### src/rtl/ptrs_pkg.sv
package ptrs_pkg;

	localparam int MAX_SLOTS = 8;

	localparam logic [1:0] OP_TICK    = 2'd0;
	localparam logic [1:0] OP_CREATE  = 2'd1;
	localparam logic [1:0] OP_SUSPEND = 2'd2;
	localparam logic [1:0] OP_RESUME  = 2'd3;

	typedef struct packed {
		logic [1:0]  op;
		logic [2:0]  task_req;
		logic [15:0] period;
	} in_item_t;

	typedef struct packed {
		logic [2:0]  task_index;
		logic [15:0] tick_count;
		logic        last;
	} out_item_t;

	typedef struct packed {
		logic [1:0]  op;
		logic [2:0]  slot;
		logic [15:0] period;
	} cmd_t;

endpackage

### src/rtl/periodic_task_release_scheduler_top.sv
// Periodic task release scheduler.
// Input channel (push/full, item): tick, create, suspend and resume beats.
// A beat is taken when push is high and full is low; a two-entry command
// queue sits in front of the executing back end.
// Result channel (empty/pop, result): one beat per task released on a tick,
// lowest slot first, last set on the final beat of that tick. The head beat
// is presented while empty is low and taken when pop is high.
// Create, suspend and resume give no result.
// A tick walks the slots one after another: an idle or suspended slot only
// passes the check and advance states, while an active created slot also
// waits on the 16-step serial remainder unit.
// A release is held until the next hit or the end of the walk, so the first
// result of a tick can trail its hit by the rest of the walk.
// Reset clears the tick counter and all periods and marks every slot active.
// If the result queue fills, the slot walk pauses until pop frees space;
// the command queue then fills and full holds off further beats.
module periodic_task_release_scheduler_top #(
	parameter int TASK_COUNT = 8
) (
	input  logic                clk,
	input  logic                arst_n,
	input  logic                push,
	output logic                full,
	input  ptrs_pkg::in_item_t  item,
	output logic                empty,
	input  logic                pop,
	output ptrs_pkg::out_item_t result
);

	localparam int SLOTS = (TASK_COUNT < ptrs_pkg::MAX_SLOTS) ? TASK_COUNT
		: ptrs_pkg::MAX_SLOTS;

	ptrs_pkg::cmd_t      cmd_in;
	ptrs_pkg::cmd_t      cmd_out;
	logic                cmd_push;
	logic                cmd_pop;
	logic                cmd_empty;
	ptrs_pkg::out_item_t res;
	logic                res_push;
	logic                res_full;

	ptrs_front #(.SLOTS(SLOTS)) u_front (
		.item     (item),
		.push     (push),
		.full     (full),
		.cmd_push (cmd_push),
		.cmd      (cmd_in)
	);

	ptrs_fifo #(.T(ptrs_pkg::cmd_t), .DEPTH(2)) u_cmd_q (
		.clk    (clk),
		.arst_n (arst_n),
		.push   (cmd_push),
		.full   (full),
		.din    (cmd_in),
		.pop    (cmd_pop),
		.empty  (cmd_empty),
		.dout   (cmd_out)
	);

	ptrs_back #(.SLOTS(SLOTS)) u_back (
		.clk       (clk),
		.arst_n    (arst_n),
		.cmd_empty (cmd_empty),
		.cmd       (cmd_out),
		.cmd_pop   (cmd_pop),
		.res_full  (res_full),
		.res_push  (res_push),
		.res       (res)
	);

	ptrs_fifo #(.T(ptrs_pkg::out_item_t), .DEPTH(2)) u_res_q (
		.clk    (clk),
		.arst_n (arst_n),
		.push   (res_push),
		.full   (res_full),
		.din    (res),
		.pop    (pop),
		.empty  (empty),
		.dout   (result)
	);

endmodule

### src/rtl/ptrs_fifo.sv
module ptrs_fifo #(
	parameter type T = logic,
	parameter int DEPTH = 2
) (
	input  logic clk,
	input  logic arst_n,
	input  logic push,
	output logic full,
	input  T     din,
	input  logic pop,
	output logic empty,
	output T     dout
);

	localparam int AW = (DEPTH > 1) ? $clog2(DEPTH) : 1;
	localparam int CW = $clog2(DEPTH + 1);

	T              mem_q [DEPTH];
	logic [AW-1:0] wr_q;
	logic [AW-1:0] rd_q;
	logic [CW-1:0] cnt_q;
	logic          do_push;
	logic          do_pop;

	assign full    = (cnt_q == CW'(DEPTH));
	assign empty   = (cnt_q == '0);
	assign do_push = push && !full;
	assign do_pop  = pop && !empty;
	assign dout    = mem_q[rd_q];

	always_ff @(posedge clk) begin
		if (do_push) begin
			mem_q[wr_q] <= din;
		end
	end

	always_ff @(posedge clk or negedge arst_n) begin
		if (!arst_n) begin
			wr_q  <= '0;
			rd_q  <= '0;
			cnt_q <= '0;
		end else begin
			if (do_push) begin
				wr_q <= (wr_q == AW'(DEPTH - 1)) ? '0 : wr_q + 1'b1;
			end
			if (do_pop) begin
				rd_q <= (rd_q == AW'(DEPTH - 1)) ? '0 : rd_q + 1'b1;
			end
			if (do_push && !do_pop) begin
				cnt_q <= cnt_q + 1'b1;
			end else if (do_pop && !do_push) begin
				cnt_q <= cnt_q - 1'b1;
			end
		end
	end

endmodule

### src/rtl/ptrs_front.sv
module ptrs_front #(
	parameter int SLOTS = 8
) (
	input  ptrs_pkg::in_item_t item,
	input  logic               push,
	input  logic               full,
	output logic               cmd_push,
	output ptrs_pkg::cmd_t     cmd
);

	logic keep;

	// slot commands beyond the table are dropped here
	always_comb begin
		keep = (item.op == ptrs_pkg::OP_TICK) || (32'(item.task_req) < SLOTS);
		cmd.op     = item.op;
		cmd.slot   = item.task_req;
		cmd.period = item.period;
	end

	assign cmd_push = push && !full && keep;

endmodule

### src/rtl/ptrs_mod.sv
module ptrs_mod (
	input  logic        clk,
	input  logic        arst_n,
	input  logic        start,
	input  logic [15:0] dividend,
	input  logic [15:0] divisor,
	output logic        done,
	output logic        rem_zero
);

	logic [15:0] dvd_q;
	logic [15:0] dsr_q;
	logic [15:0] rem_q;
	logic [3:0]  bit_q;
	logic        run_q;
	logic        done_q;
	logic [16:0] sh;
	logic        ge;
	logic [15:0] rem_nxt;

	always_comb begin
		sh      = {rem_q, dvd_q[15]};
		ge      = (sh >= {1'b0, dsr_q});
		rem_nxt = ge ? 16'(sh - {1'b0, dsr_q}) : sh[15:0];
	end

	assign done     = done_q;
	assign rem_zero = (rem_q == '0);

	always_ff @(posedge clk) begin
		if (start) begin
			dvd_q <= dividend;
			dsr_q <= divisor;
			rem_q <= '0;
		end else if (run_q) begin
			dvd_q <= {dvd_q[14:0], 1'b0};
			rem_q <= rem_nxt;
		end
	end

	always_ff @(posedge clk or negedge arst_n) begin
		if (!arst_n) begin
			run_q  <= 1'b0;
			done_q <= 1'b0;
			bit_q  <= '0;
		end else begin
			done_q <= 1'b0;
			if (start) begin
				run_q <= 1'b1;
				bit_q <= '0;
			end else if (run_q) begin
				bit_q <= bit_q + 1'b1;
				if (bit_q == 4'd15) begin
					run_q  <= 1'b0;
					done_q <= 1'b1;
				end
			end
		end
	end

endmodule

### src/rtl/ptrs_back.sv
module ptrs_back #(
	parameter int SLOTS = 8
) (
	input  logic                clk,
	input  logic                arst_n,
	input  logic                cmd_empty,
	input  ptrs_pkg::cmd_t      cmd,
	output logic                cmd_pop,
	input  logic                res_full,
	output logic                res_push,
	output ptrs_pkg::out_item_t res
);

	localparam int IW = (SLOTS > 1) ? $clog2(SLOTS) : 1;

	localparam logic [2:0] S_IDLE  = 3'd0;
	localparam logic [2:0] S_CHECK = 3'd1;
	localparam logic [2:0] S_MOD   = 3'd2;
	localparam logic [2:0] S_ADV   = 3'd3;
	localparam logic [2:0] S_FLUSH = 3'd4;

	logic [2:0]    state_q;
	logic [15:0]   cnt_q;
	logic [15:0]   period_q [SLOTS];
	logic          active_q [SLOTS];
	logic [IW-1:0] idx_q;
	logic          hit_q;
	logic          hold_vld_q;
	logic [IW-1:0] hold_idx_q;
	logic [IW-1:0] cmd_slot;
	logic          eligible;
	logic          mod_start;
	logic          mod_done;
	logic          mod_zero;
	logic          at_end;

	assign cmd_slot  = cmd.slot[IW-1:0];
	assign eligible  = (period_q[idx_q] != '0) && active_q[idx_q];
	assign mod_start = (state_q == S_CHECK) && eligible;
	assign at_end    = (idx_q == IW'(SLOTS - 1));
	assign cmd_pop   = (state_q == S_IDLE) && !cmd_empty;

	ptrs_mod u_mod (
		.clk      (clk),
		.arst_n   (arst_n),
		.start    (mod_start),
		.dividend (cnt_q),
		.divisor  (period_q[idx_q]),
		.done     (mod_done),
		.rem_zero (mod_zero)
	);

	always_comb begin
		res_push       = 1'b0;
		res.task_index = 3'(hold_idx_q);
		res.tick_count = cnt_q;
		res.last       = (state_q == S_FLUSH);
		if (!res_full && hold_vld_q) begin
			if (state_q == S_ADV && hit_q) begin
				res_push = 1'b1;
			end else if (state_q == S_FLUSH) begin
				res_push = 1'b1;
			end
		end
	end

	always_ff @(posedge clk or negedge arst_n) begin
		if (!arst_n) begin
			state_q    <= S_IDLE;
			cnt_q      <= '0;
			idx_q      <= '0;
			hit_q      <= 1'b0;
			hold_vld_q <= 1'b0;
			hold_idx_q <= '0;
			for (int i = 0; i < SLOTS; i++) begin
				period_q[i] <= '0;
				active_q[i] <= 1'b1;
			end
		end else begin
			unique case (state_q)
				S_IDLE: begin
					if (!cmd_empty) begin
						unique case (cmd.op)
							ptrs_pkg::OP_TICK: begin
								cnt_q      <= cnt_q + 1'b1;
								idx_q      <= '0;
								hold_vld_q <= 1'b0;
								state_q    <= S_CHECK;
							end
							ptrs_pkg::OP_CREATE:  period_q[cmd_slot] <= cmd.period;
							ptrs_pkg::OP_SUSPEND: active_q[cmd_slot] <= 1'b0;
							ptrs_pkg::OP_RESUME:  active_q[cmd_slot] <= 1'b1;
							default: ;
						endcase
					end
				end
				S_CHECK: begin
					if (eligible) begin
						state_q <= S_MOD;
					end else begin
						hit_q   <= 1'b0;
						state_q <= S_ADV;
					end
				end
				S_MOD: begin
					if (mod_done) begin
						hit_q   <= mod_zero;
						state_q <= S_ADV;
					end
				end
				S_ADV: begin
					// a new hit pushes the held one out as not-last
					if (!(hit_q && hold_vld_q && res_full)) begin
						if (hit_q) begin
							hold_vld_q <= 1'b1;
							hold_idx_q <= idx_q;
						end
						if (at_end) begin
							state_q <= S_FLUSH;
						end else begin
							idx_q   <= idx_q + 1'b1;
							state_q <= S_CHECK;
						end
					end
				end
				S_FLUSH: begin
					if (!hold_vld_q || !res_full) begin
						hold_vld_q <= 1'b0;
						state_q    <= S_IDLE;
					end
				end
				default: state_q <= S_IDLE;
			endcase
		end
	end

endmodule

### config.mk
export PLATFORM = sky130hd
export DESIGN_NAME = periodic_task_release_scheduler_top
export DESIGN_NICKNAME = d
export VERILOG_FILES = /design/src/rtl/ptrs_pkg.sv /design/src/rtl/periodic_task_release_scheduler_top.sv /design/src/rtl/ptrs_fifo.sv /design/src/rtl/ptrs_front.sv /design/src/rtl/ptrs_mod.sv /design/src/rtl/ptrs_back.sv
export SDC_FILE = /design/constraint.sdc
export NUM_CORES = 1
export LEC_CHECK = 0
export BUFFER_PORTS_ARGS = -buffer_cell sky130_fd_sc_hd__buf_2
export CAP_MARGIN = 20
export CELL_PAD_IN_SITES_DETAIL_PLACEMENT = 1
export CELL_PAD_IN_SITES_GLOBAL_PLACEMENT = 2
export CORE_ASPECT_RATIO = 0.5
export CORE_UTILIZATION = 30
export CTS_BUF_LIST = sky130_fd_sc_hd__clkbuf_4 sky130_fd_sc_hd__clkbuf_8 sky130_fd_sc_hd__clkbuf_16
export DETAILED_ROUTE_END_ITERATION = 7
export GPL_TIMING_DRIVEN = 0
export PLACE_DENSITY = 0.55
export SETUP_SLACK_MARGIN = 0.02
export SLEW_MARGIN = 20
export SYNTH_ARGS = -nofsm -noshare
export SYNTH_HDL_FRONTEND = slang
export SYNTH_HIERARCHICAL = 1
export SYNTH_SLANG_ARGS = --single-unit
### constraint.sdc
create_clock -name clk -period 5.4 [get_ports clk]
set_input_delay 0.27 -clock clk [delete_from_list [all_inputs] [get_ports clk]]
set_output_delay 0.27 -clock clk [all_outputs]
set_load 0.01 [all_outputs]
# Yosys cells after proc, flatten, opt, wreduce, memory -nomap -nowiden
# Memories as Yosys holds them, arrays and structs flattened.
# Cells that the tools add are included.
[totals] elab_cells=186 register_bits=225 output_inout_bits=22 inputBits=25 mem_count=2 ramBits=82
[memory_table] memory="u_cmd_q.mem_q" depth=2 word_bits=21 read_ports=1 rd_clocked_by_memory_dff=0 write_ports=1 line_no="ptrs_fifo.sv:18" text="T mem_q [DEPTH];"
[memory_table] memory="u_res_q.mem_q" depth=2 word_bits=20 read_ports=1 rd_clocked_by_memory_dff=0 write_ports=1 line_no="ptrs_fifo.sv:18"
[op_classes] muxes=60 eq_ne=19 n_reduce_logical=48 bitwise=7 n_lt_le_gt_ge=4 n_addsub=12
[op_table] op="$bwmux W128" count=1
[op_table] op="$mux W16" count=6
[op_table] op="$bmux W16 S3" count=1
[op_table] op="$demux W16 S3" count=1
[op_table] op="$mux W3" count=10
[op_table] op="$mux W1" count=28
[op_table] op="$ge A17 B16 Y1" count=1
[op_table] op="$logic_and A1 B1 Y1" count=17
[op_table] op="$add A16 B1 Y16 const B" count=1
[op_table] op="$logic_not A16 Y1" count=1
[op_table] op="$pmux W8 S2" count=1
[op_table] op="$reduce_bool A16 Y1" count=1
[op_table] op="$sub A16 B16 Y16" count=1
[op_table] op="$pmux W3 S5" count=1
[op_table] op="$reduce_and A3 Y1" count=5
[op_table] op="$ne A2 B2 Y1 const B" count=7
[op_table] op="$reduce_bool A2 Y1" count=6
[op_table] op="$reduce_and A5 Y1" count=2
[op_table] op="$logic_not A1 Y1" count=9
[op_table] op="$and A8 B8 Y8" count=1
[op_table] op="$eq A2 B2 Y1 const B" count=4
[op_table] op="$ge A4 B4 Y1 const B" count=2
[op_table] op="$mux W2" count=4
[op_table] op="$mux W4" count=2
[op_table] op="other kinds (26)" count=37

# Depth between registers and ports, before layout
[depth] depth_word=9 mapped_depth=14 depth_no_buf=11

# Cells and area by module
# Netlist, hierarchy kept.
[by_module_without_submodules] mod="ptrs_back" area_per_inst_um2=7687.4 cells_each=561 instances=1
[by_module_without_submodules] mod="ptrs_mod" area_per_inst_um2=3179.3 cells_each=304 instances=1
[by_module_without_submodules] mod="ptrs_fifo at u_cmd_q" area_per_inst_um2=1798.0 cells_each=84 instances=1
[by_module_without_submodules] mod="ptrs_fifo at u_res_q" area_per_inst_um2=1637.8 cells_each=81 instances=1
[by_module_without_submodules] mod="ptrs_front" area_per_inst_um2=171.4 cells_each=22 instances=1

# Worst setup path after synthesis
# OpenSTA, ideal clock, no wires.
[synth_timing] kind="reg2reg" from="register u_back.idx_q[0]" to="register u_back.u_mod.dvd_q[13], data pin" setup_ps=260 n_path_buf=5 path_slack_ps=2042 arrival_ps=3098 path_stages_with_launch=13 required_ps=5140 path_cell_list="dfrtp_1 buf_2 nand2b_1 clkbuf_1 clkbuf_1 o22ai_1 a221oi_1 nor4_1 nand4_1 and3_1 clkbuf_1 buf_1 mux2_2"
[synth_via] elab_chain_len=8 word_cells_on_any_way=11 cone_classes="mux: 7; bitwise: 1; reduce/logical: 3"
[synth_lines] element="from (decl)" line_no="ptrs_back.sv:26" text="logic [IW-1:0] idx_q;"
[synth_lines] element="from (signal assigned)" line_no="ptrs_back.sv:121" text="idx_q <= idx_q + 1'b1;"
[synth_lines] element="$not A3 Y4 (not written as such) (*)" line_no="ptrs_back.sv:38" text="assign eligible = (period_q[idx_q] != '0) && active_q[idx_q];"
[synth_lines] element="$bmux W16 S3" line_no="ptrs_back.sv:38"
[synth_lines] element="$mux W16 (not written as such) (2 in a row)" line_no="ptrs_back.sv:38"
[synth_lines] element="$reduce_bool A16 Y1" line_no="ptrs_back.sv:38"
[synth_lines] element="$logic_and A1 B1 Y1 (*)" line_no="ptrs_back.sv:38"
[synth_lines] element="$logic_and A1 B1 Y1 (*)" line_no="ptrs_back.sv:39" text="assign mod_start = (state_q == S_CHECK) && eligible;"
[synth_lines] element="net u_back.mod_start" line_no="ptrs_back.sv:32" text="logic mod_start;"
[synth_lines] element="$mux W16 (*)" line_no="ptrs_mod.sv:31" text="if (start) begin"
[synth_lines] element="to (signal assigned)" line_no="ptrs_mod.sv:32" text="dvd_q <= dividend;"
[synth_lines] element="to (signal assigned)" line_no="ptrs_mod.sv:36" text="dvd_q <= {dvd_q[14:0], 1'b0};"
[synth_lines] element="to (decl)" line_no="ptrs_mod.sv:11" text="logic [15:0] dvd_q;"
# Mark *: on every way through the listed nets, which the timed path passes. The rest lies on a longest branch. The select of a mux whose other input is x is not followed.
# A chain may end at the register's enable or synchronous reset.

# Final worst setup path
[layout_timing] from="register u_back.idx_q[0]" to="register u_back.u_mod.dvd_q[8] (enable)"
[layout_via] elab_chain_len=8 word_cells_on_any_way=11 cone_classes="mux: 6; bitwise: 1; reduce/logical: 4"
[layout_lines] element="$not A3 Y4 (not written as such) (*)" line_no="ptrs_back.sv:38"
[layout_lines] element="$bmux W16 S3" line_no="ptrs_back.sv:38"
[layout_lines] element="$mux W16 (not written as such) (2 in a row)" line_no="ptrs_back.sv:38"
[layout_lines] element="$reduce_bool A16 Y1" line_no="ptrs_back.sv:38"
[layout_lines] element="$logic_and A1 B1 Y1 (*)" line_no="ptrs_back.sv:38"
[layout_lines] element="$logic_and A1 B1 Y1 (*)" line_no="ptrs_back.sv:39"
[layout_lines] element="net u_back.mod_start" line_no="ptrs_back.sv:32"
[layout_lines] element="$reduce_bool A2 Y1 (no line) (*)"
# Marked as above.

==> impl_results.md <==
* Outcome: complete, no violations
* Synth cell types at 83
* Type of the worst setup path: register to register
* Path type of the worst min-delay path: primary input to register
* All-Layer GR Usage at 14.4%
* Top post-synthesis cells by count: mux2_2, dfrtp_1, edfxtp_1, nor2_1, nand2_1
* Setup crit end kind: register
* Clock share of power at 23.1%
* GPL Wtd Cong at 0.784
* Initial Utilization at 30.6%
* Post-CTS Setup Bufs at 0
* Min Clock Period, post-route at 4.86 ns
* Initial antenna violation count at 0
* Leakage power at 7.13 nW
* Data required, critical path at 5.63 ns
* Worst-path cell chain: buf_2, nor2_1, clkbuf_1, a221oi_1, nor4_1, nand4_1, and3_2, clkbuf_1, nor2_1, inv_1
* Register bit count reported by yosys at 307
* Syn avg cell area at 13.8 um^2
* Post-Syn Area at 0.0145 mm^2
* Share of the synthesized area in the top cell type at 29.2%
* P_sw at 3.47 mW
* Slowest cell on the critical path: nor2_1
* Die width at 313 um
* Final instance area at 0.0168 mm^2
* Ant diodes at 0
* # fillers at 4973
* Most common cell in the netlist: mux2_2
* Root buffer cell: clkbuf_16
* Remaining DRCs at 0
* Syn Nets at 1100
* Fin nets at 1185
* Input/output buffers at 25
* Ratio of final minimum period to clock period at 89.9%
* Highest Clock Rate at 206 MHz
* Worst Path Buf+Inv at 4
* Via density at 4.79
* Num CTS Buffers at 31
* DIE AREA at 0.0492 mm^2
* Total gr overflow at 0
* Num ports at 47
* Core Region at 0.0472 mm^2
* Pre-CTS WS at 0.230 ns
* Clock Latency Late Sink at 0.60 ns
* Worst slew margin at 31.7%
* Worst vdd rail ir drop at 0.288 mV
* WP data arrival at 5.08 ns
* TritonCTS Sinks at 307
* Top FF cell, synth: dfrtp_1
* Placement row count at 56
* Critical-path maximum fanout at 17
* Register share of total power at 37.8%
* CTS tree: done
* Pre-antenna DRT Iters at 5
* Crit path largest cell delay at 0.60 ns
* Hold slack at 0.0828 ns
* Total Power at 9.69 mW
* Final setup TNS at 0 ns
* Largest net degree at the start of global routing at 85
* Comb power frac at 39.1%
* Share of layout cells above drive strength 1 at 33.2%
* Setup ws final at 0.545 ns
* RSZ-0062 raised after global routing: false
* Max_cap viols at 0
* Number of global-route vias before repair at 9248
* Global-route wire length before repair at 55200 um
* Synth area leaders: dfrtp_1, edfxtp_1, mux2_2, mux2i_1, dfxtp_1
* Die H at 157 um
* Top delay family on crit path: simple AND/OR/NAND/NOR gates
* Synthesized instance count at 1052
* Max Slew Vio Count at 0
* Final setup viols at 0
* Sequential area share after synthesis at 56.5%
* Worst Skew at 0.0247 ns
* Sw Ratio at 35.9%
* Worst slew pin tran at 1.03 ns
* Via count at 8617
* Leading area contributor after synthesis: dfrtp_1
* Htree depth at 1
* Yosys warns at 6
* Routed WL at 34500 um
* Placed cell areas at 0.0155 mm^2
* Fin. Hold Viols at 0
* Clock Tree Buf Depth at 3
* Number of synthesized flops with an enable pin at 114
* Pwr per Cell Area at 577 mW/mm^2
* Startpoint types: register
* Final HPWL from detailed placement at 24500 um
* Clock-pin slew on the worst setup and hold paths at 0.06 ns
* Routed Antenna Nets at 0
* Internal at 6.21 mW
* WL per Instance at 19.2 um
* Ys async rst share at 57.7%
* P&R area growth vs syn at 16.0%
* DRT iter0 DRCs at 370
-- metal layers --
metal / global-route usage, % / part of all wire [%] / vias up
met4: 3.37 / 2.1 / 0
met5: 0 / 0 / -
met1: 20.8 / 51 / 4410
met2: 22.8 / 44 / 84
li1: - / - / 4075
met3: 2.19 / 2.9 / 48
-- cell families after synthesis --
group	synth area share [%]
flops	56.5
mux	21.0
simple gates	7.44
compound gates	6.72
buf+inv	3.81
xor+xnor	2.41
fa+ha+maj	2.04
-- power by group through the flow --
| stage | logic, mW | clock network [mW] | registers (mW) |
|---|---|---|---|
| after floorplan | 2.81 | 0 | 3.55 |
| after CTS | 3.85 | 2.33 | 3.67 |
| after detailed placement | 3.82 | 0 | 3.71 |
| final | 3.79 | 2.24 | 3.66 |
| after global placement | 3.73 | 0 | 3.68 |
| after global routing | 4.19 | 2.42 | 3.76 |
-- stage by stage --
step,utilization [%],cells
detailed placement,32.8,1719
finish,35.5,1799
CTS,35.5,1799
floorplan,-,1052
global placement,32.6,1715
global route,35.5,1799
-- final timing paths --
check | from | endpoint | slack (ns) | depth (start not counted)
max in group asynchronous | arst_n | u_back/period_q[126]$_DFFE_PN0P_ | 4.56 | 3
min | push | u_cmd_q/wr_q$_DFFE_PN0P_ | 0.08 | 4
max reg2reg | u_back/idx_q[0]$_DFFE_PN0P_ | u_back/u_mod/dvd_q[8]$_DFFE_PP_ | 0.54 | 10
min in group asynchronous | arst_n | u_cmd_q/wr_q$_DFFE_PN0P_ | 0.11 | 2
min reg2reg | u_back/hold_idx_q[1]$_DFFE_PN0P_ | u_res_q/mem_q[1][18]$_DFFE_PP_ | 0.48 | 0
max | u_back/idx_q[0]$_DFFE_PN0P_ | u_back/u_mod/dvd_q[8]$_DFFE_PP_ | 0.54 | 10
-- worst register-to-register path: stages (launching register included) --
cell      delay [ns]
dfrtp_1         0.37
buf_2           0.21
nor2_1          0.60
clkbuf_1        0.58
a221oi_1        0.35
nor4_1          0.45
nand4_1         0.28
and3_2          0.42
clkbuf_1        0.25
nor2_1          0.52
inv_1           0.48
-- area by class of cell --
class / count / area [um^2] / share of cell area, %
Sequential cell: 307 / 8180 / 48.8
Multi-Input combinational cell: 649 / 5750 / 34.2
Clock buffer: 47 / 938 / 5.59
Tap cell: 638 / 798 / 4.76
Buffer: 69 / 450 / 2.68
Timing Repair Buffer: 52 / 443 / 2.64
Clock inverter: 10 / 124 / 0.738
Inverter: 27 / 101 / 0.604
-- repair_timing --
action / in CTS / in global routing
endpoints found under the setup margin: 0 / 27
hold endpoints to repair: 212 / 0
resized for setup: 0 / 1
hold buffers: 23 / 0
-- registers in the layout, indices dropped and copies added (netlist names), named ones only --
register and cells:
u_back/cnt_q 16, u_back/hit_q 1, u_back/hold_idx_q 3, u_back/hold_vld_q 1, u_back/idx_q 3, u_back/period_q 128, u_back/state_q 3, u_back/u_mod/bit_q 4
u_back/u_mod/done 1, u_back/u_mod/dsr_q 16, u_back/u_mod/dvd_q 16, u_back/u_mod/rem_q 16, u_back/u_mod/run_q 1, u_cmd_q/cnt_q 2, u_cmd_q/mem_q 42, u_cmd_q/rd_q 1
u_cmd_q/wr_q 1, u_res_q/cnt_q 2, u_res_q/mem_q 40, u_res_q/rd_q 1, u_res_q/wr_q 1
-- cell usage in the layout (no fill, tap or decap), drive strengths merged, types with 23 or more instances in the layout --
| master | netlist | final |
|---|---|---|
| nand2 | 44 | 44 |
| nor2 | 49 | 49 |
| dfrtp | 169 | 169 |
| mux2 | 229 | 229 |
| inv | 27 | 29 |
| mux2i | 35 | 35 |
| dlygate4sd3 | 0 | 23 |
| edfxtp | 114 | 114 |
| clkbuf | 18 | 65 |
| buf | 51 | 80 |
No activity file was read; power rests on OpenSTA's default activity.
